===== config.mk =====
export PLATFORM = sky130hd
export DESIGN_NAME = insertion_sort_engine
export DESIGN_NICKNAME = d
export VERILOG_FILES = /design/src/rtl/isort_pkg.sv /design/src/rtl/isort_dp.sv /design/src/rtl/isort_ctrl.sv /design/src/rtl/insertion_sort_engine.sv
export SDC_FILE = /design/constraint.sdc
export NUM_CORES = 2
export LEC_CHECK = 0
export BUFFER_PORTS_ARGS = -buffer_cell sky130_fd_sc_hd__buf_2
export CAP_MARGIN = 30
export CORE_ASPECT_RATIO = 1.5
export CORE_MARGIN = 10
export CORE_UTILIZATION = 59
export CTS_CLUSTER_SIZE = 40
export DETAILED_ROUTE_END_ITERATION = 10
export GPL_TIMING_DRIVEN = 0
export PLACE_DENSITY = 0.81
export SYNTH_ARGS = -nofsm -noshare
export SYNTH_HDL_FRONTEND = slang
export SYNTH_SLANG_ARGS = --single-unit

===== constraint.sdc =====
create_clock -name clk -period 4.2 [get_ports clk]
set_input_delay 0.21 -clock clk [delete_from_list [all_inputs] [get_ports clk]]
set_output_delay 0.21 -clock clk [all_outputs]
set_load 0.1 [all_outputs]

===== src/rtl/isort_pkg.sv =====
// ----------------------------------------------------------------------------
// isort_pkg
// Shared types for the insertion sort engine: controller command and
// datapath status bundles, and the value type.
// ----------------------------------------------------------------------------
package isort_pkg;

  localparam int unsigned ValueWidth = 32;

  typedef logic signed [ValueWidth-1:0] value_t;

  // commands from the controller to the datapath
  typedef struct packed {
    logic insert;  // place the incoming value into the store
    logic drop;    // store full, remember that a value was lost
    logic shift;   // head entry taken, move the store down one place
    logic clear;   // set finished, forget the overflow mark
  } cmd_t;

  // status from the datapath to the controller
  typedef struct packed {
    logic full;        // every entry holds a value
    logic last_entry;  // exactly one entry left to emit
  } status_t;

endpackage


===== src/rtl/isort_dp.sv =====
// ----------------------------------------------------------------------------
// isort_dp
// Datapath: a row of sort cells kept in ascending order. Each cell compares
// its entry with the incoming value in parallel. Results leave from cell 0
// while the row shifts down.
// ----------------------------------------------------------------------------
module isort_dp #(
  parameter int unsigned CAPACITY = 16
) (
  input  logic               clk,
  input  logic               rst_n,
  input  isort_pkg::cmd_t    cmd,
  input  isort_pkg::value_t  in_value,
  output isort_pkg::status_t status,
  output isort_pkg::value_t  head_value,
  output logic               dropped
);

  localparam int unsigned CntWidth = $clog2(CAPACITY + 1);

  isort_pkg::value_t   store_r [CAPACITY];
  isort_pkg::value_t   store_nxt [CAPACITY];
  logic [CAPACITY-1:0] greater;
  logic [CntWidth-1:0] count_r;
  logic [CntWidth-1:0] count_nxt;
  logic                dropped_r;
  logic                dropped_nxt;

  // a valid entry strictly greater than the new value moves up one place,
  // so equal values keep arrival order
  for (genvar i = 0; i < CAPACITY; i++) begin : g_cell
    logic valid;
    logic keep;
    logic from_below;

    assign valid      = CntWidth'(i) < count_r;
    assign greater[i] = valid && (store_r[i] > in_value);
    assign keep       = valid && !greater[i];
    if (i == 0) begin : g_head
      assign from_below = 1'b0;
    end else begin : g_body
      assign from_below = greater[i-1];
    end

    always_comb begin
      store_nxt[i] = store_r[i];
      if (cmd.insert && !keep && (CntWidth'(i) <= count_r)) begin
        store_nxt[i] = from_below ? store_r[(i > 0) ? i - 1 : 0] : in_value;
      end else if (cmd.shift && (i < CAPACITY - 1)) begin
        store_nxt[i] = store_r[(i < CAPACITY - 1) ? i + 1 : i];
      end
    end

    always_ff @(posedge clk) begin
      store_r[i] <= store_nxt[i];
    end
  end

  always_comb begin
    count_nxt   = count_r;
    dropped_nxt = dropped_r;
    if (cmd.insert) begin
      count_nxt = count_r + CntWidth'(1);
    end else if (cmd.shift) begin
      count_nxt = count_r - CntWidth'(1);
    end
    if (cmd.drop) begin
      dropped_nxt = 1'b1;
    end else if (cmd.clear) begin
      dropped_nxt = 1'b0;
    end
  end

  always_ff @(posedge clk) begin
    if (!rst_n) begin
      count_r   <= '0;
      dropped_r <= 1'b0;
    end else begin
      count_r   <= count_nxt;
      dropped_r <= dropped_nxt;
    end
  end

  assign status.full       = count_r == CntWidth'(CAPACITY);
  assign status.last_entry = count_r == CntWidth'(1);
  assign head_value        = store_r[0];
  assign dropped           = dropped_r;

endmodule


===== src/rtl/isort_ctrl.sv =====
// ----------------------------------------------------------------------------
// isort_ctrl
// Controller: collects values until the last one of a set, then streams the
// sorted set out one transaction at a time.
// ----------------------------------------------------------------------------
module isort_ctrl (
  input  logic               clk,
  input  logic               rst_n,
  input  logic               in_tvalid,
  input  logic               in_tlast,
  output logic               in_tready,
  output logic               out_tvalid,
  input  logic               out_tready,
  input  isort_pkg::status_t status,
  output isort_pkg::cmd_t    cmd
);

  typedef enum logic {
    ST_COLLECT,
    ST_EMIT
  } state_t;

  state_t state_r;
  state_t state_nxt;
  logic   in_fire;
  logic   out_fire;

  assign in_tready  = state_r == ST_COLLECT;
  assign out_tvalid = state_r == ST_EMIT;
  assign in_fire    = in_tvalid && in_tready;
  assign out_fire   = out_tvalid && out_tready;

  always_comb begin
    cmd        = '0;
    cmd.insert = in_fire && !status.full;
    cmd.drop   = in_fire && status.full;
    cmd.shift  = out_fire;
    cmd.clear  = out_fire && status.last_entry;
  end

  always_comb begin
    state_nxt = state_r;
    case (state_r)
      ST_COLLECT: begin
        if (in_fire && in_tlast) begin
          state_nxt = ST_EMIT;
        end
      end
      ST_EMIT: begin
        if (out_fire && status.last_entry) begin
          state_nxt = ST_COLLECT;
        end
      end
      default: state_nxt = ST_COLLECT;
    endcase
  end

  always_ff @(posedge clk) begin
    if (!rst_n) begin
      state_r <= ST_COLLECT;
    end else begin
      state_r <= state_nxt;
    end
  end

endmodule


===== src/rtl/insertion_sort_engine.sv =====
// ----------------------------------------------------------------------------
// insertion_sort_engine
// Streaming insertion sorter for signed 32-bit values.
// ----------------------------------------------------------------------------
// Values arrive one per input transaction and are placed in ascending order
// in a row of CAPACITY compare cells; equal values keep their arrival order.
// While a set is being collected the block takes one value every cycle, as
// all cells compare against the new value at once. The value marked with
// in_tlast closes the set: the sorted values then leave smallest first, one
// per output transaction, the largest with out_tlast set, so a set holds
// the input off until its largest value has left. Values arriving with the
// store full are dropped and every result of that set carries out_tuser
// high. After the last result the store is empty again.
// ----------------------------------------------------------------------------
module insertion_sort_engine #(
  parameter int unsigned CAPACITY = 16
) (
  input  logic        clk,
  input  logic        rst_n,
  input  logic        in_tvalid,
  output logic        in_tready,
  input  logic [31:0] in_tdata,   // [31:0] value
  input  logic        in_tlast,   // is_last
  output logic        out_tvalid,
  input  logic        out_tready,
  output logic [31:0] out_tdata,  // [31:0] sorted_value
  output logic        out_tlast,  // end_of_set
  output logic        out_tuser   // [0] overflow
);

  isort_pkg::cmd_t    cmd;
  isort_pkg::status_t status;
  isort_pkg::value_t  head_value;
  logic               dropped;

  isort_ctrl u_ctrl (
    .clk        (clk),
    .rst_n      (rst_n),
    .in_tvalid  (in_tvalid),
    .in_tlast   (in_tlast),
    .in_tready  (in_tready),
    .out_tvalid (out_tvalid),
    .out_tready (out_tready),
    .status     (status),
    .cmd        (cmd)
  );

  isort_dp #(
    .CAPACITY (CAPACITY)
  ) u_dp (
    .clk        (clk),
    .rst_n      (rst_n),
    .cmd        (cmd),
    .in_value   ($signed(in_tdata)),
    .status     (status),
    .head_value (head_value),
    .dropped    (dropped)
  );

  assign out_tdata = $unsigned(head_value);
  assign out_tlast = status.last_entry;
  assign out_tuser = dropped;

endmodule

## Word-level counts from Yosys, hierarchy flattened

Memory sizes are Yosys's and may differ from the RTL's.
Cells that the tools add are included.

| word-level totals | value |
|---|---|
| bits of input ports | 37 |
| logic and storage cells | 215 |
| RAM bits | 512 |
| memories | 1 |
| register bits | 7 |

Memory list:

| memory | words | bits a word | read ports | clocked after Yosys merged registers in | wr ports | RTL line | source |
|---|---|---|---|---|---|---|---|
| u_dp.store_r | 16 | 32 | 16 | 0 | 16 | isort_dp.sv:21 | `isort_pkg::value_t store_r [CAPACITY];` |

| cells by class | value |
|---|---|
| $lt $le $gt $ge | 48 |
| reduce and logical (&&, ||, !) cells | 105 |
| muxes and demuxes | 53 |
| add/sub/neg operators | 2 |
| bitwise operators | 1 |
| equal/unequal tests | 2 |

Operator list:

| cell | number |
|---|---|
| $mux 32 | 46 |
| $gt 32x32->1 | 16 |
| $logic_and 1x1->1 | 70 |
| $le 4x5->1 const A | 8 |
| $lt 4x5->1 const A | 8 |
| $logic_not 1->1 | 33 |
| $le 3x5->1 const A | 4 |
| $lt 3x5->1 const A | 4 |
| $le 1x5->1 const A | 2 |
| $le 2x5->1 const A | 2 |
| $lt 1x5->1 const A | 2 |
| $lt 2x5->1 const A | 2 |
| $mux 5 | 2 |
| $add 5x1->5 const B | 1 |
| $eq 5x1->1 const B | 1 |
| $eq 5x5->1 const B | 1 |
| $sub 5x1->5 const B | 1 |
| $mux 1 | 4 |
| $reduce_bool 2->1 | 2 |
| $pmux 1 s2 | 1 |
| $not 1->1 | 1 |

## Logic depth before layout (Yosys ltp)

An unclocked memory read counts as a cell.

| logic depth | value |
|---|---|
| depth after elaboration | 9 |
| gate-level depth with buffers | 13 |
| mapped depth without buffers | 10 |

## Cells and area by module

A second synthesis with hierarchy kept.

| unflattened totals | value |
|---|---|
| cells, all modules | 3563 |
| area, all modules | 39068.7 µm² |

Modules (own cells, without submodules):

| module | area each (µm²) | instances | cells each |
|---|---|---|---|
| isort_dp | 38987.4 | 1 | 3554 |
| isort_ctrl | 81.3 | 1 | 9 |

## Least setup slack after synthesis

No wires, ideal clock.

| timing path | value |
|---|---|
| path type | input -> register |
| from | input in_tdata[15] |
| to | memory u_dp.store_r[1][32] (netlist bit), enable pin |
| library setup time | 0.394 ns |
| slack | 0.071 ns |
| arrival time | 3.735 ns |
| stages | 12 |
| cells stage by stage | clkbuf_1 inv_1 ha_1 nand4_1 or4_1 a21oi_1 o31ai_1 a31oi_2 o21ai_1 a211oi_4 buf_6 nand2b_1 |

RTL lines:

| what | RTL line | source |
|---|---|---|
| from (decl) | insertion_sort_engine.sv:22 | `input logic [31:0] in_tdata,` |
| to (decl) | isort_dp.sv:21 |  |

==> results.sh <==
export IMPL_fp_dieH_um=335
export IMPL_grt_max_degree=33
export IMPL_crit_arrival_ns=4.61
export IMPL_antenna_found_initial=6
export IMPL_netlist_instances=3405
export IMPL_yosysWarnings=0
export IMPL_fillers=4740
export IMPL_setup_worst_path_end_class="register"
export IMPL_die_area_um2=76900
export IMPL_p_switching_uw=4970
export IMPL_via_count=30257
export IMPL_cp_max_fo=10
export IMPL_synth_area_leaders="edfxtp_1 39%, mux2_2 17%, ha_1 17%"
export IMPL_first_pass_iters=5
export IMPL_r2r_cells=11
export IMPL_synth_distinct_cells=73
export IMPL_p_leak_uw=0.0174
export IMPL_grtUsageTotal_pct=30.3
export IMPL_port_buffers=72
export IMPL_swShare_pct=32.5
export IMPL_cts_clk_slew_worst_paths_ns=0.06
export IMPL_drv_cap=0
export IMPL_syn_to_final_growth_pct=12.8
export IMPL_hp_class="primary input to register"
export IMPL_ir_drop_mv=0.276
export IMPL_drt_iter0_drc=2876
export IMPL_grt_pass1_wl_um=180000
export IMPL_first_global_vias=31645
export IMPL_failed_checks="setup timing"
export IMPL_placementRows=115
export IMPL_io_pins=73
export IMPL_drive_above_1_share_pct=30.4
export IMPL_finalWorstSetupSlack_ns=-0.0531
export IMPL_power_density_nw_per_um2=348
export IMPL_yosysTopAreaCellShare_pct=39.5
export IMPL_yosys_area_top_type="edfxtp_1"
export IMPL_critPathKind="primary input to register"
export IMPL_wire_per_inst_um=26.3
export IMPL_synth_area_um2=39000
export IMPL_gr_total_overflow=0
export IMPL_synth_nets=3959
export IMPL_ys_seq_area_share_pct=39.8
export IMPL_cp_required_ns=4.56
export IMPL_initial_core_util_pct=59.5
export IMPL_report_final_slew_viol_count=0
export IMPL_synth_edff_count=512
export IMPL_regArea_um2=15500
export IMPL_setup_violations=35
export IMPL_wirelength_um=122000
export IMPL_status="finished, violations left"
export IMPL_pre_cts_slack_ns=-2.07
export IMPL_internal_power_uw=10300
export IMPL_synth_avg_cell_area_um2=11.4
export IMPL_clockBufferDepth=3
export IMPL_tritoncts="built"
export IMPL_pwr_share_seq_pct=42.6
export IMPL_cts_sinks=519
export IMPL_nets=4252
export IMPL_min_period_over_period_pct=101
export IMPL_core_um2=65500
export IMPL_hpwl_um=92600
export IMPL_synth_flop_cell="edfxtp_1"
export IMPL_hold_depth=4
export IMPL_die_x_um=230
export IMPL_gp_congestion=1.00
export IMPL_async_flop_share_pct=0
export IMPL_p_comb_share_pct=28.0
export IMPL_cts_htree_levels=2
export IMPL_final_hold_viol_count=0
export IMPL_worst_pin_slew_ns=1.26
export IMPL_ys_ff_latch=519
export IMPL_multi_input_area_um2=22600
export IMPL_cts_made_buffers=51
export IMPL_clockRootBuffer="clkbuf_16"
export IMPL_cp_start_kind="primary input"
export IMPL_drc_errors=0
export IMPL_via_per_inst=6.55
export IMPL_holdWs_ns=0.150
export IMPL_fmax_mhz=235
export IMPL_ant_nets=0
export IMPL_relSlewSlack_pct=15.7
export IMPL_clkPwrFrac_pct=29.5
export IMPL_finClkSkew_ns=0.0218
export IMPL_finalWorstPathRequiredPeriod_ns=4.25
export IMPL_clkLatencyLatePin_ns=0.62
-- stage by stage --
| step | std cells | setup TNS (ns) | instance area [um2] | total power, uW | util, % |
|---|---|---|---|---|---|
| after floorplan | 3405 | 0 | 39000 | 9390 | - |
| after global placement | 4354 | -1527.00 | 40400 | 10400 | 61.7 |
| after detailed placement | 4366 | -1200.66 | 40700 | 10500 | 62.1 |
| after CTS | 4605 | 0 | 43700 | 15100 | 66.8 |
| after global routing | 4620 | -0.984 | 44000 | 15800 | 67.1 |
| final | 4620 | -0.743 | 44000 | 15300 | 67.1 |
-- worst paths after layout --
kind | startpoint | end | slack (ns)
max | in_tdata[13] | u_dp.store_r[1][40]$_DFFE_PP_ | -0.05
min | in_tvalid | u_dp.dropped$_SDFFE_PN0P_ | 0.15
max reg2reg | u_dp.store_r[1][159]$_DFFE_PP_ | u_dp.store_r[1][134]$_DFFE_PP_ | -0.01
min reg2reg | u_dp.dropped$_SDFFE_PN0P_ | u_dp.dropped$_SDFFE_PN0P_ | 0.57
-- cells in the final DEF, fill, tap and decap left out, types with 53 or more instances in the layout --
cell type and count:
a21oi_1 356, mux2i_1 143, nor2_1 186, o21ai_0 121, clkbuf_16 53, clkbuf_1 72
ha_1 517, nand2_1 182, buf_2 126, buf_4 171, edfxtp_1 512, mux2_2 591
nand4_1 106
-- power groups by stage --
| stage | Combinational, uW | Clock (uW) | Sequential [uW] |
|---|---|---|---|
| global route | 4560 | 4680 | 6530 |
| detailed placement | 3930 | 0 | 6600 |
| finish | 4280 | 4500 | 6500 |
| global placement | 3760 | 0 | 6600 |
| floorplan | 2890 | 0 | 6490 |
| CTS | 4140 | 4510 | 6490 |
-- critical path, stage by stage --
cell	delay (ns)
buf_2	0.22
buf_2	0.36
clkinvlp_4	0.24
buf_4	0.22
ha_1	0.31
nand4_1	0.26
or4_1	0.68
a21oi_1	0.23
o31ai_1	0.20
a31oi_2	0.33
o21ai_1	0.19
a211oi_4	0.43
buf_4	0.21
buf_6	0.15
mux2_2	0.35
-- cell usage after synthesis (all sizes together) (3+ instances only) --
cell / number
a2111o: 5
a2111oi: 6
a211o: 6
a211oi: 20
a21boi: 5
a21o: 30
a21oi: 360
a221oi: 5
a2bb2oi: 35
a31oi: 13
and2: 9
and3: 5
and4: 17
buf: 93
clkbuf: 104
dfxtp: 7
edfxtp: 512
ha: 517
inv: 75
mux2: 620
mux2i: 143
nand2: 188
nand2b: 20
nand3: 30
nand4: 106
nor2: 186
nor2b: 29
nor3: 14
nor4: 15
nor4b: 3
o211a: 3
o211ai: 16
o21a: 17
o21ai: 134
o21bai: 4
o311ai: 3
o31ai: 8
or3: 4
or4: 6
-- sequential cells by signal (all words and copies together) (netlist names) --
name               flops
u_dp.dropped           1
u_dp.count_r           5
u_ctrl.out_tvalid      1
u_dp.store_r         512
-- final cells by class --
| cell class | instances | share of cell area (%) |
|---|---|---|
| Timing Repair Buffer | 233 | 4.10 |
| Inverter | 75 | 0.897 |
| Clock buffer | 68 | 3.14 |
| Buffer | 196 | 2.35 |
| Clock inverter | 25 | 0.361 |
| Multi-Input combinational cell | 2622 | 51.3 |
| Tap cell | 877 | 2.50 |
| Antenna cell | 5 | 0.0285 |
| Sequential cell | 519 | 35.3 |
-- cells by family (layout without fill, tap and decap cells) --
family | after synthesis | count (layout) | share of synthesized area (%)
fa+ha+maj | 517 | 517 | 16.6
flops | 519 | 519 | 39.8
other cells | 0 | 5 | 0
buf+inv | 272 | 597 | 3.20
simple gates | 638 | 646 | 7.89
mux | 763 | 763 | 21.9
compound gates | 693 | 693 | 10.5
xor+xnor | 3 | 3 | 0.0674
-- layer usage --
layer	vias up	routed length [um]	global-route usage [%]
met5	-	13	0
met4	2	12600	28.8
met3	510	7200	3.49
met2	1442	59500	52.6
met1	14557	42200	31.6
li1	13746	-	-
-- what timing repair did --
item,in CTS,in global routing
resized for setup,99,58
pin swaps,3,2
endpoints found under the setup margin,975,595
setup buffers,140,6
cloned,5,3
hold endpoints to repair,7,0
hold buffers,2,0
Note: power is estimated with default switching activity, not from simulation.
